--- config.mk ---
export PLATFORM = sky130hd
export DESIGN_NAME = pid_drive_step
export DESIGN_NICKNAME = d
export VERILOG_FILES = /design/src/rtl/pds_pkg.sv /design/src/rtl/pds_smul.sv /design/src/rtl/pds_div.sv /design/src/rtl/pid_drive_step.sv
export SDC_FILE = /design/constraint.sdc
export NUM_CORES = 1
export LEC_CHECK = 0
export CAP_MARGIN = 5
export CORE_MARGIN = 1.5
export CORE_UTILIZATION = 35
export DETAILED_ROUTE_END_ITERATION = 8
export DONT_BUFFER_PORTS = 1
export PLACE_DENSITY_LB_ADDON = 0.05
export SLEW_MARGIN = 30
export SYNTH_ARGS = -nofsm -noshare
export SYNTH_HDL_FRONTEND = slang
export SYNTH_SLANG_ARGS = --single-unit
export TNS_END_PERCENT = 50
--- constraint.sdc ---
create_clock -name clk -period 9.9 [get_ports clk]
set_input_delay 0.99 -clock clk [delete_from_list [all_inputs] [get_ports clk]]
set_output_delay 0.99 -clock clk [all_outputs]
set_load 0.05 [all_outputs]
--- src/rtl/pds_pkg.sv ---
`timescale 1ns / 1ps

package pds_pkg;

	localparam int TILT_W     = 9;
	localparam int ERR_W      = TILT_W + 1;
	localparam int DT_W       = 16;
	localparam int GAIN_W     = 16;
	localparam int LEVEL_W    = 8;
	localparam int DERIV_FRAC = 8;
	// magnitude of (tilt difference << DERIV_FRAC)
	localparam int DIV_NUM_W  = TILT_W + DERIV_FRAC;

	// start clears/loads a serial unit, step advances it by one bit
	typedef struct packed {
		logic start;
		logic step;
	} seq_ctl_t;

endpackage

--- src/rtl/pds_smul.sv ---
`timescale 1ns / 1ps

// Serial-parallel multiplier: the multiplicand stays parallel, the other
// operand enters LSB first, one product bit leaves per step.
module pds_smul import pds_pkg::*; #(
	parameter int MW = 16
) (
	input  logic          clk,
	input  seq_ctl_t      ctl,
	input  logic [MW-1:0] mcand,
	input  logic          bit_in,
	output logic          bit_out
);

	logic [MW:0]   part_q;
	logic [MW+1:0] sum_w;

	assign sum_w   = {part_q[MW], part_q} + (bit_in ? {{2{mcand[MW-1]}}, mcand} : '0);
	assign bit_out = sum_w[0];

	always_ff @(posedge clk) begin
		if (ctl.start) begin
			part_q <= '0;
		end else if (ctl.step) begin
			part_q <= sum_w[MW+1:1];
		end
	end

endmodule

--- src/rtl/pds_div.sv ---
`timescale 1ns / 1ps

// Restoring divider, one quotient bit per step, DIV_NUM_W steps.
module pds_div import pds_pkg::*; (
	input  logic                 clk,
	input  seq_ctl_t             ctl,
	input  logic [DIV_NUM_W-1:0] num,
	input  logic [DT_W-1:0]      den,
	output logic [DIV_NUM_W-1:0] quo
);

	logic [DT_W-1:0]      rem_q;
	logic [DT_W-1:0]      den_q;
	logic [DIV_NUM_W-1:0] quo_q;
	logic [DT_W:0]        shifted;
	logic [DT_W+1:0]      trial;
	logic                 fits;

	assign shifted = {rem_q, quo_q[DIV_NUM_W-1]};
	assign trial   = {1'b0, shifted} - {2'b00, den_q};
	assign fits    = ~trial[DT_W+1];
	assign quo     = quo_q;

	always_ff @(posedge clk) begin
		if (ctl.start) begin
			rem_q <= '0;
			quo_q <= num;
			den_q <= den;
		end else if (ctl.step) begin
			rem_q <= fits ? trial[DT_W-1:0] : shifted[DT_W-1:0];
			quo_q <= {quo_q[DIV_NUM_W-2:0], fits};
		end
	end

endmodule

--- src/rtl/pid_drive_step.sv ---
`timescale 1ns / 1ps

// One fixed-point PID step per input transfer.
// Input channel (in_valid/in_ready): measured_tilt in degrees and elapsed_ms
// (zero counts as one). Output channel (out_valid/out_ready): drive_level
// 0..255 and clamped, set when the truncated drive fell outside that range.
// Configuration: cfg_write with cfg_index 0..3 writes target_angle, gain_p,
// gain_i, gain_d from cfg_data; write only while no item is in flight.
// Arithmetic is bit serial: the integral add runs over AW = max(SUM_BITS, 26) + 1
// bits (the derivative divider runs alongside it), then the three gain products
// and their sum stream out over TW = SUM_BITS + 24 bits. The state machine steps
// through S_INTEG, S_LOAD, S_TOTAL and S_FIN; in S_FIN the result is loaded into
// the output register once that is free, and the block returns to idle. No new
// item is taken before the result of the last one is loaded.
// in_ready is high only while the block is idle. A result waiting in the
// output register does not block the next input transfer; a finished result
// behind it holds until out_ready frees the register.
// Reset clears state, counter, configuration registers, integral, previous tilt and the output valid flag.
module pid_drive_step import pds_pkg::*; #(
	parameter int SUM_BITS       = 32,
	parameter int GAIN_FRAC_BITS = 8
) (
	input  logic                     clk,
	input  logic                     arst_n,
	input  logic                     cfg_write,
	input  logic [1:0]               cfg_index,
	input  logic [GAIN_W-1:0]        cfg_data,
	input  logic                     in_valid,
	output logic                     in_ready,
	input  logic signed [TILT_W-1:0] measured_tilt,
	input  logic [DT_W-1:0]          elapsed_ms,
	output logic                     out_valid,
	input  logic                     out_ready,
	output logic [LEVEL_W-1:0]       drive_level,
	output logic                     clamped
);

	localparam int PROD_W  = ERR_W + DT_W;
	localparam int AW      = ((SUM_BITS > PROD_W) ? SUM_BITS : PROD_W) + 1;
	localparam int TW      = SUM_BITS + GAIN_W + DERIV_FRAC;
	localparam int F       = GAIN_FRAC_BITS + DERIV_FRAC;
	localparam int CNT_W   = $clog2(TW);
	localparam int DERIV_W = DIV_NUM_W + 1;
	localparam int OPP_W   = ERR_W + DERIV_FRAC;
	localparam int OPI_W   = SUM_BITS + DERIV_FRAC;

	localparam logic [1:0] REG_TARGET = 2'd0;
	localparam logic [1:0] REG_GAIN_P = 2'd1;
	localparam logic [1:0] REG_GAIN_I = 2'd2;
	localparam logic [1:0] REG_GAIN_D = 2'd3;

	localparam logic [2:0] S_IDLE  = 3'd0;
	localparam logic [2:0] S_INTEG = 3'd1;
	localparam logic [2:0] S_LOAD  = 3'd2;
	localparam logic [2:0] S_TOTAL = 3'd3;
	localparam logic [2:0] S_FIN   = 3'd4;

	localparam logic [SUM_BITS-1:0] SUM_MAX = {1'b0, {(SUM_BITS-1){1'b1}}};
	localparam logic [SUM_BITS-1:0] SUM_MIN = {1'b1, {(SUM_BITS-1){1'b0}}};

	logic [2:0]          state_q;
	logic [CNT_W-1:0]    cnt_q;
	logic [TILT_W-1:0]   target_q;
	logic [GAIN_W-1:0]   gain_p_q, gain_i_q, gain_d_q;
	logic [SUM_BITS-1:0] error_sum_q;
	logic [TILT_W-1:0]   prev_tilt_q;
	logic                out_valid_q;
	logic [LEVEL_W-1:0]  drive_level_q;
	logic                clamped_q;

	logic [TILT_W-1:0]  tilt_q;
	logic [ERR_W-1:0]   err_q;
	logic               neg_q;
	logic [DT_W-1:0]    dt_sh_q;
	logic [AW-1:0]      ext_sh_q, res_sh_q;
	logic               icarry_q;
	logic [OPP_W-1:0]   op_p_q;
	logic [OPI_W-1:0]   op_i_q;
	logic [DERIV_W-1:0] op_d_q;
	logic [1:0]         tcarry_q;
	logic               low_nz_q, hi_ones_q, hi_zero_q, sign_q;
	logic [LEVEL_W-1:0] lvl_sh_q;

	logic                 in_xfer, out_load, last_integ, last_total;
	logic [ERR_W-1:0]     err_w, diff_w, diff_abs;
	logic [DT_W-1:0]      dt_w;
	logic [DIV_NUM_W-1:0] num_w, quo_w;
	logic [DERIV_W-1:0]   deriv_w;
	logic                 ed_bit, ires, icarry_w;
	logic                 p_bit, i_bit, d_bit, tres;
	logic [2:0]           tsum;
	logic [AW-SUM_BITS:0] hi_w;
	logic                 ovf_w;
	logic [SUM_BITS-1:0]  sat_w;
	logic                 fin_clip;
	logic [LEVEL_W-1:0]   fin_level;
	seq_ctl_t             integ_ctl, total_ctl, div_ctl;

	assign in_ready    = (state_q == S_IDLE);
	assign in_xfer     = in_valid & in_ready;
	assign out_load    = (state_q == S_FIN) & (~out_valid_q | out_ready);
	assign last_integ  = (cnt_q == CNT_W'(AW - 1));
	assign last_total  = (cnt_q == CNT_W'(TW - 1));
	assign out_valid   = out_valid_q;
	assign drive_level = drive_level_q;
	assign clamped     = clamped_q;

	// step inputs
	assign err_w    = {measured_tilt[TILT_W-1], measured_tilt} - {target_q[TILT_W-1], target_q};
	assign diff_w   = {measured_tilt[TILT_W-1], measured_tilt}
	                - {prev_tilt_q[TILT_W-1], prev_tilt_q};
	assign diff_abs = diff_w[ERR_W-1] ? (~diff_w + ERR_W'(1)) : diff_w;
	assign num_w    = {diff_abs[TILT_W-1:0], {DERIV_FRAC{1'b0}}};
	assign dt_w     = (elapsed_ms == '0) ? DT_W'(1) : elapsed_ms;

	assign integ_ctl = '{start: in_xfer, step: (state_q == S_INTEG)};
	assign total_ctl = '{start: (state_q == S_LOAD), step: (state_q == S_TOTAL)};
	assign div_ctl   = '{start: in_xfer,
	                     step: (state_q == S_INTEG) && (cnt_q < CNT_W'(DIV_NUM_W))};

	pds_smul #(.MW(ERR_W)) u_mul_ed (
		.clk(clk), .ctl(integ_ctl), .mcand(err_q), .bit_in(dt_sh_q[0]), .bit_out(ed_bit)
	);

	pds_div u_div (
		.clk(clk), .ctl(div_ctl), .num(num_w), .den(dt_w), .quo(quo_w)
	);

	pds_smul #(.MW(GAIN_W)) u_mul_p (
		.clk(clk), .ctl(total_ctl), .mcand(gain_p_q), .bit_in(op_p_q[0]), .bit_out(p_bit)
	);

	pds_smul #(.MW(GAIN_W)) u_mul_i (
		.clk(clk), .ctl(total_ctl), .mcand(gain_i_q), .bit_in(op_i_q[0]), .bit_out(i_bit)
	);

	pds_smul #(.MW(GAIN_W)) u_mul_d (
		.clk(clk), .ctl(total_ctl), .mcand(gain_d_q), .bit_in(op_d_q[0]), .bit_out(d_bit)
	);

	// serial integral add
	assign ires     = ext_sh_q[0] ^ ed_bit ^ icarry_q;
	assign icarry_w = (ext_sh_q[0] & ed_bit) | (ext_sh_q[0] & icarry_q) | (ed_bit & icarry_q);

	// saturate the exact sum to SUM_BITS
	assign hi_w  = res_sh_q[AW-1:SUM_BITS-1];
	assign ovf_w = ~((&hi_w) | ~(|hi_w));
	assign sat_w = ovf_w ? (res_sh_q[AW-1] ? SUM_MIN : SUM_MAX) : res_sh_q[SUM_BITS-1:0];

	assign deriv_w = neg_q ? (~{1'b0, quo_w} + DERIV_W'(1)) : {1'b0, quo_w};

	// three-input serial add of the gain products
	assign tsum = {2'b00, p_bit} + {2'b00, i_bit} + {2'b00, d_bit} + {1'b0, tcarry_q};
	assign tres = tsum[0];

	assign fin_clip  = sign_q ? ~(hi_ones_q & low_nz_q) : ~hi_zero_q;
	assign fin_level = sign_q ? '0 : (hi_zero_q ? lvl_sh_q : '1);

	always_ff @(posedge clk or negedge arst_n) begin
		if (!arst_n) begin
			state_q     <= S_IDLE;
			cnt_q       <= '0;
			target_q    <= '0;
			gain_p_q    <= '0;
			gain_i_q    <= '0;
			gain_d_q    <= '0;
			error_sum_q <= '0;
			prev_tilt_q <= '0;
			out_valid_q <= 1'b0;
		end else begin
			if (cfg_write) begin
				unique case (cfg_index)
					REG_TARGET: target_q <= cfg_data[TILT_W-1:0];
					REG_GAIN_P: gain_p_q <= cfg_data;
					REG_GAIN_I: gain_i_q <= cfg_data;
					REG_GAIN_D: gain_d_q <= cfg_data;
					default:    ;
				endcase
			end

			if (out_load) begin
				out_valid_q <= 1'b1;
			end else if (out_ready) begin
				out_valid_q <= 1'b0;
			end

			unique case (state_q)
				S_IDLE: begin
					if (in_xfer) begin
						state_q <= S_INTEG;
						cnt_q   <= '0;
					end
				end
				S_INTEG: begin
					cnt_q <= cnt_q + CNT_W'(1);
					if (last_integ) begin
						state_q <= S_LOAD;
					end
				end
				S_LOAD: begin
					error_sum_q <= sat_w;
					prev_tilt_q <= tilt_q;
					cnt_q       <= '0;
					state_q     <= S_TOTAL;
				end
				S_TOTAL: begin
					cnt_q <= cnt_q + CNT_W'(1);
					if (last_total) begin
						state_q <= S_FIN;
					end
				end
				S_FIN: begin
					if (out_load) begin
						state_q <= S_IDLE;
					end
				end
				default: state_q <= S_IDLE;
			endcase
		end
	end

	always_ff @(posedge clk) begin
		if (in_xfer) begin
			tilt_q   <= measured_tilt;
			err_q    <= err_w;
			neg_q    <= diff_w[ERR_W-1];
			dt_sh_q  <= dt_w;
			ext_sh_q <= {{(AW-SUM_BITS){error_sum_q[SUM_BITS-1]}}, error_sum_q};
			icarry_q <= 1'b0;
		end

		if (state_q == S_INTEG) begin
			dt_sh_q  <= {1'b0, dt_sh_q[DT_W-1:1]};
			ext_sh_q <= {ext_sh_q[AW-1], ext_sh_q[AW-1:1]};
			res_sh_q <= {ires, res_sh_q[AW-1:1]};
			icarry_q <= icarry_w;
		end

		if (state_q == S_LOAD) begin
			op_p_q    <= {err_q, {DERIV_FRAC{1'b0}}};
			op_i_q    <= {sat_w, {DERIV_FRAC{1'b0}}};
			op_d_q    <= deriv_w;
			tcarry_q  <= 2'b00;
			low_nz_q  <= 1'b0;
			hi_ones_q <= 1'b1;
			hi_zero_q <= 1'b1;
			sign_q    <= 1'b0;
		end

		if (state_q == S_TOTAL) begin
			op_p_q   <= {op_p_q[OPP_W-1], op_p_q[OPP_W-1:1]};
			op_i_q   <= {op_i_q[OPI_W-1], op_i_q[OPI_W-1:1]};
			op_d_q   <= {op_d_q[DERIV_W-1], op_d_q[DERIV_W-1:1]};
			tcarry_q <= tsum[2:1];
			sign_q   <= tres;
			// sort each total bit into fraction, level byte or upper part
			if (cnt_q < CNT_W'(F)) begin
				low_nz_q <= low_nz_q | tres;
			end else if (cnt_q < CNT_W'(F + LEVEL_W)) begin
				lvl_sh_q  <= {tres, lvl_sh_q[LEVEL_W-1:1]};
				hi_ones_q <= hi_ones_q & tres;
			end else begin
				hi_ones_q <= hi_ones_q & tres;
				hi_zero_q <= hi_zero_q & ~tres;
			end
		end

		if (out_load) begin
			drive_level_q <= fin_level;
			clamped_q     <= fin_clip;
		end
	end

endmodule
==> results by group <==
Pwr
  – P per Cell Area: 334 nW/um2
  – Clock power frac: 23.8%
  – Sw frac: between 30% and 40%
  – Comb pwr share: 37.1%
  – Reg power frac: 39.1%
  – Int Power: 4.84 mW
  – Switch Pwr: between 2 and 3 mW
  – Leakage: 9.59 nW
  – VDD IR max: 0.164 mV

Synth
  – Post-synth EDFFs: ~220
  – Ys flop type: edfxtp_1
  – Syn Area/Cell: about 10 um2
  – Synthesized flop and latch total: 421
  – Mapped cell area: roughly 21000 um2
  – Syn Inst Count: 2000
  – Post-synth cell types: 72
  – Mapped Nets: between 2000 and 2500
  – Sequential fraction of the synthesis area: 54.3%
  – Yosys warning count: 0
  – Post-synth ARST share: roughly 26%

Detailed routing
  – DR WL/cell: 17.4 um
  – Vias: 14000
  – Drt drc: 0
  – WL final: 48300 um
  – Vias per inst: 5.03
  – Post-DRT Antenna Nets: 0
  – DR pass1 iterations: 5
  – Drt first-iter violations: 813

Job
  – Max-cap violation count: 0

Global routing
  – Vias in the first global route: 14000
  – Largest net degree at the start of global routing: between 100 and 150
  – Total global routing overflow: 0
  – Grt met2 use: 25.6%
  – Gr busiest metal: met2
  – M1 GR Usage: a little under a quarter
  – Global-route wire length before repair: roughly 80000 um
  – Met3 Usage GRT: approximately 2.7%
  – Initial antenna violation count: 0
  – Global-route usage over all layers: 16.3%

STA
  – Hold Vio Cnt, Final: 0
  – Setup Viol. Count Final: 0
  – RSZ-0062 raised after global routing: false
  – Relative slew slack: 39.8%
  – Fin crit share: between 30% and 40%
  – Minimum clock period: 3380 ps
  – Final Max Tran Viols: 0
  – Worst Skew: 15.0 ps
  – Fmax: 296 MHz
  – Worst slew pin tran: 902 ps
  – Setup TNS: 0 ps

Placement
  – I/O Buffers: 0
  – Detailed placement HPWL: 31000 um
  – GP Congestion: slightly below 0.8
  – Dpl cells: about 2700

Floorplanning
  – Die X: 246 um
  – Core ar.: 58000 um2
  – I/O pin cnt: 59
  – Starting Density: between 30% and 40%
  – Die area: 60400 um2
  – Num rows: just under 90
  – Die Y: 246 um

Critical path
  – Setup crit start kind: flip-flop
  – CP Class: reg -> reg
  – Crit end category: flip-flop
  – Largest fanout on the critical path: 83
  – Crit path DAT: approximately 3700 ps
  – Critical Path RT: 10190 ps

CTS
  – Cts repair resizes: 0
  – Clock root cell: clkbuf_16
  – Htree depth: 2
  – Clock-pin slew on the worst setup and hold paths: 50 ps
  – Latest clock arrival within the worst-skew pair: just under 600 ps
  – # hold bufs at CTS: 0
  – CTS Buf Count: 51
  – Setup bufs post-CTS: 0
  – CTS Sinks: 421
  – TritonCTS clock tree: yes
  – Clock buffer depth: 3

Layout
  – Area occupied by multi-input gates: 8740 um2
  – Final nets: 2134
  – Register area: 11200 um2
  – Non-Filler Instances: about 2800
  – Area grow syn2layout: 11.6%
  – Fill cells: 5668
  – Fraction of layout instances using a drive strength above 1: under 10%

Worst hold path
  – Hold Path Class: in -> async

Run status
  – Outcome: completed
[cell families (layout without fill, tap and decap cells)]
group,count (synthesis),in the layout,synth area share (%)
buffers and inverters,195,208,3.67
AO/OA/AOI/OAI,452,452,13.1
other,0,1,0
adder cells (fa/ha/maj),114,114,7.27
AND/OR/NAND/NOR,665,665,14.5
XOR/XNOR,87,87,3.69
multiplexers,66,66,3.51
flip-flops,421,421,54.3
[cells in the final DEF, fill, tap and decap left out, drive strengths merged, types with 78 or more instances in the layout]
master | Yosys | layout
nand2 | 323 | 323
o21ai | 156 | 156
inv | 97 | 98
edfxtp | 223 | 223
nor2 | 134 | 134
dfxtp | 90 | 90
a21oi | 154 | 154
clkbuf | 88 | 78
dfrtp | 108 | 108
ha | 104 | 104
[layer usage]
| layer | share of wire [%] | up-vias |
|---|---|---|
| met5 | 0 | - |
| met4 | 2.1 | 0 |
| met3 | 3.6 | 63 |
| met2 | 44 | 194 |
| met1 | 50 | 6759 |
| li1 | - | 6965 |
[power by group through the flow]
stage | sequential (mW) | clock (mW) | combinational [mW]
2_1_floorplan | 2.96 | 0 | 2.25
3_3_place_gp | 3.04 | 0 | 2.85
3_5_place_dp | 3.04 | 0 | 2.89
4_1_cts | 3.02 | 1.90 | 2.91
5_1_grt | 3.08 | 1.97 | 3.27
6_report | 3.01 | 1.83 | 2.85
[final timing paths]
path | slack, ps | to | startpoint | depth (start not counted)
max | 6520 | op_i_q[21] | state_q[2] | 6
min reg2reg | 450 | res_sh_q[11] | res_sh_q[12] | 0
max reg2reg | 6520 | op_i_q[21] | state_q[2] | 6
min in group clk | 450 | res_sh_q[11] | res_sh_q[12] | 0
max in group asynchronous | 9370 | gain_i_q[8] | arst_n | 0
min | 110 | cnt_q[5] | arst_n | 0
[cell type report]
cell class | instances | area share [%]
Sequential cell | 421 | 48.6
Multi-Input combinational cell | 1384 | 37.9
Clock buffer | 78 | 6.47
Tap cell | 765 | 4.16
Inverter | 97 | 1.59
Clock inverter | 16 | 0.603
Timing Repair Buffer | 17 | 0.587
Antenna cell | 1 | 0.0109
[per-stage QoR]
| step | utilization [%] | total power [mW] | setup WS [ps] | cell area, um2 | hold slack, ps |
|---|---|---|---|---|---|
| floorplan | - | 5.21 | 6010 | 20600 | 417 |
| global placement | 36.8 | 5.88 | 6220 | 21400 | 431 |
| detailed placement | 36.8 | 5.93 | 6230 | 21400 | 432 |
| CTS | 39.6 | 7.82 | 6450 | 23000 | 59.2 |
| global route | 39.7 | 8.32 | 6190 | 23000 | 72.3 |
| finish | 39.7 | 7.69 | 6520 | 23000 | 110 |
[registers in the layout, indices dropped and copies added, names as in the netlist, 11 cells and up]
register,flops
op_i_q,40
ext_sh_q,33
res_sh_q,33
error_sum_q,32
op_d_q,18
op_p_q,18
u_div.quo,17
u_mul_d.part_q,17
u_mul_i.part_q,17
u_mul_p.part_q,17
dt_sh_q,16
gain_d_q,16
gain_i_q,16
gain_p_q,16
u_div.den_q,16
u_div.rem_q,16
u_mul_ed.part_q,11
[synthesized netlist by cell type, drive strengths merged, types with 17 or more instances]
cell    count  area share, %
a21o       26           0.95
a21oi     154            3.8
and2       59            1.8
and3       26           0.81
clkbuf     88            1.6
dfrtp     108             13
dfxtp      90            8.7
edfxtp    223             32
ha        104            6.3
inv        97            1.8
mux2       51            2.8
nand2     323            5.9
nand2b     18           0.55
nand3      34           0.85
nor2      134            2.4
nor3       17           0.41
o21ai     156            3.8
o31ai      17           0.62
xnor2      40            1.7
xor2       47            2.0
[critical path, stage by stage, from the launching register on]
cell	delay, ps
dfrtp_1	490
nand2b_2	170
buf_4	630
inv_4	320
nand2_4	440
buf_4	770
a21oi_1	150
Note: power is estimated with default switching activity, not from simulation.
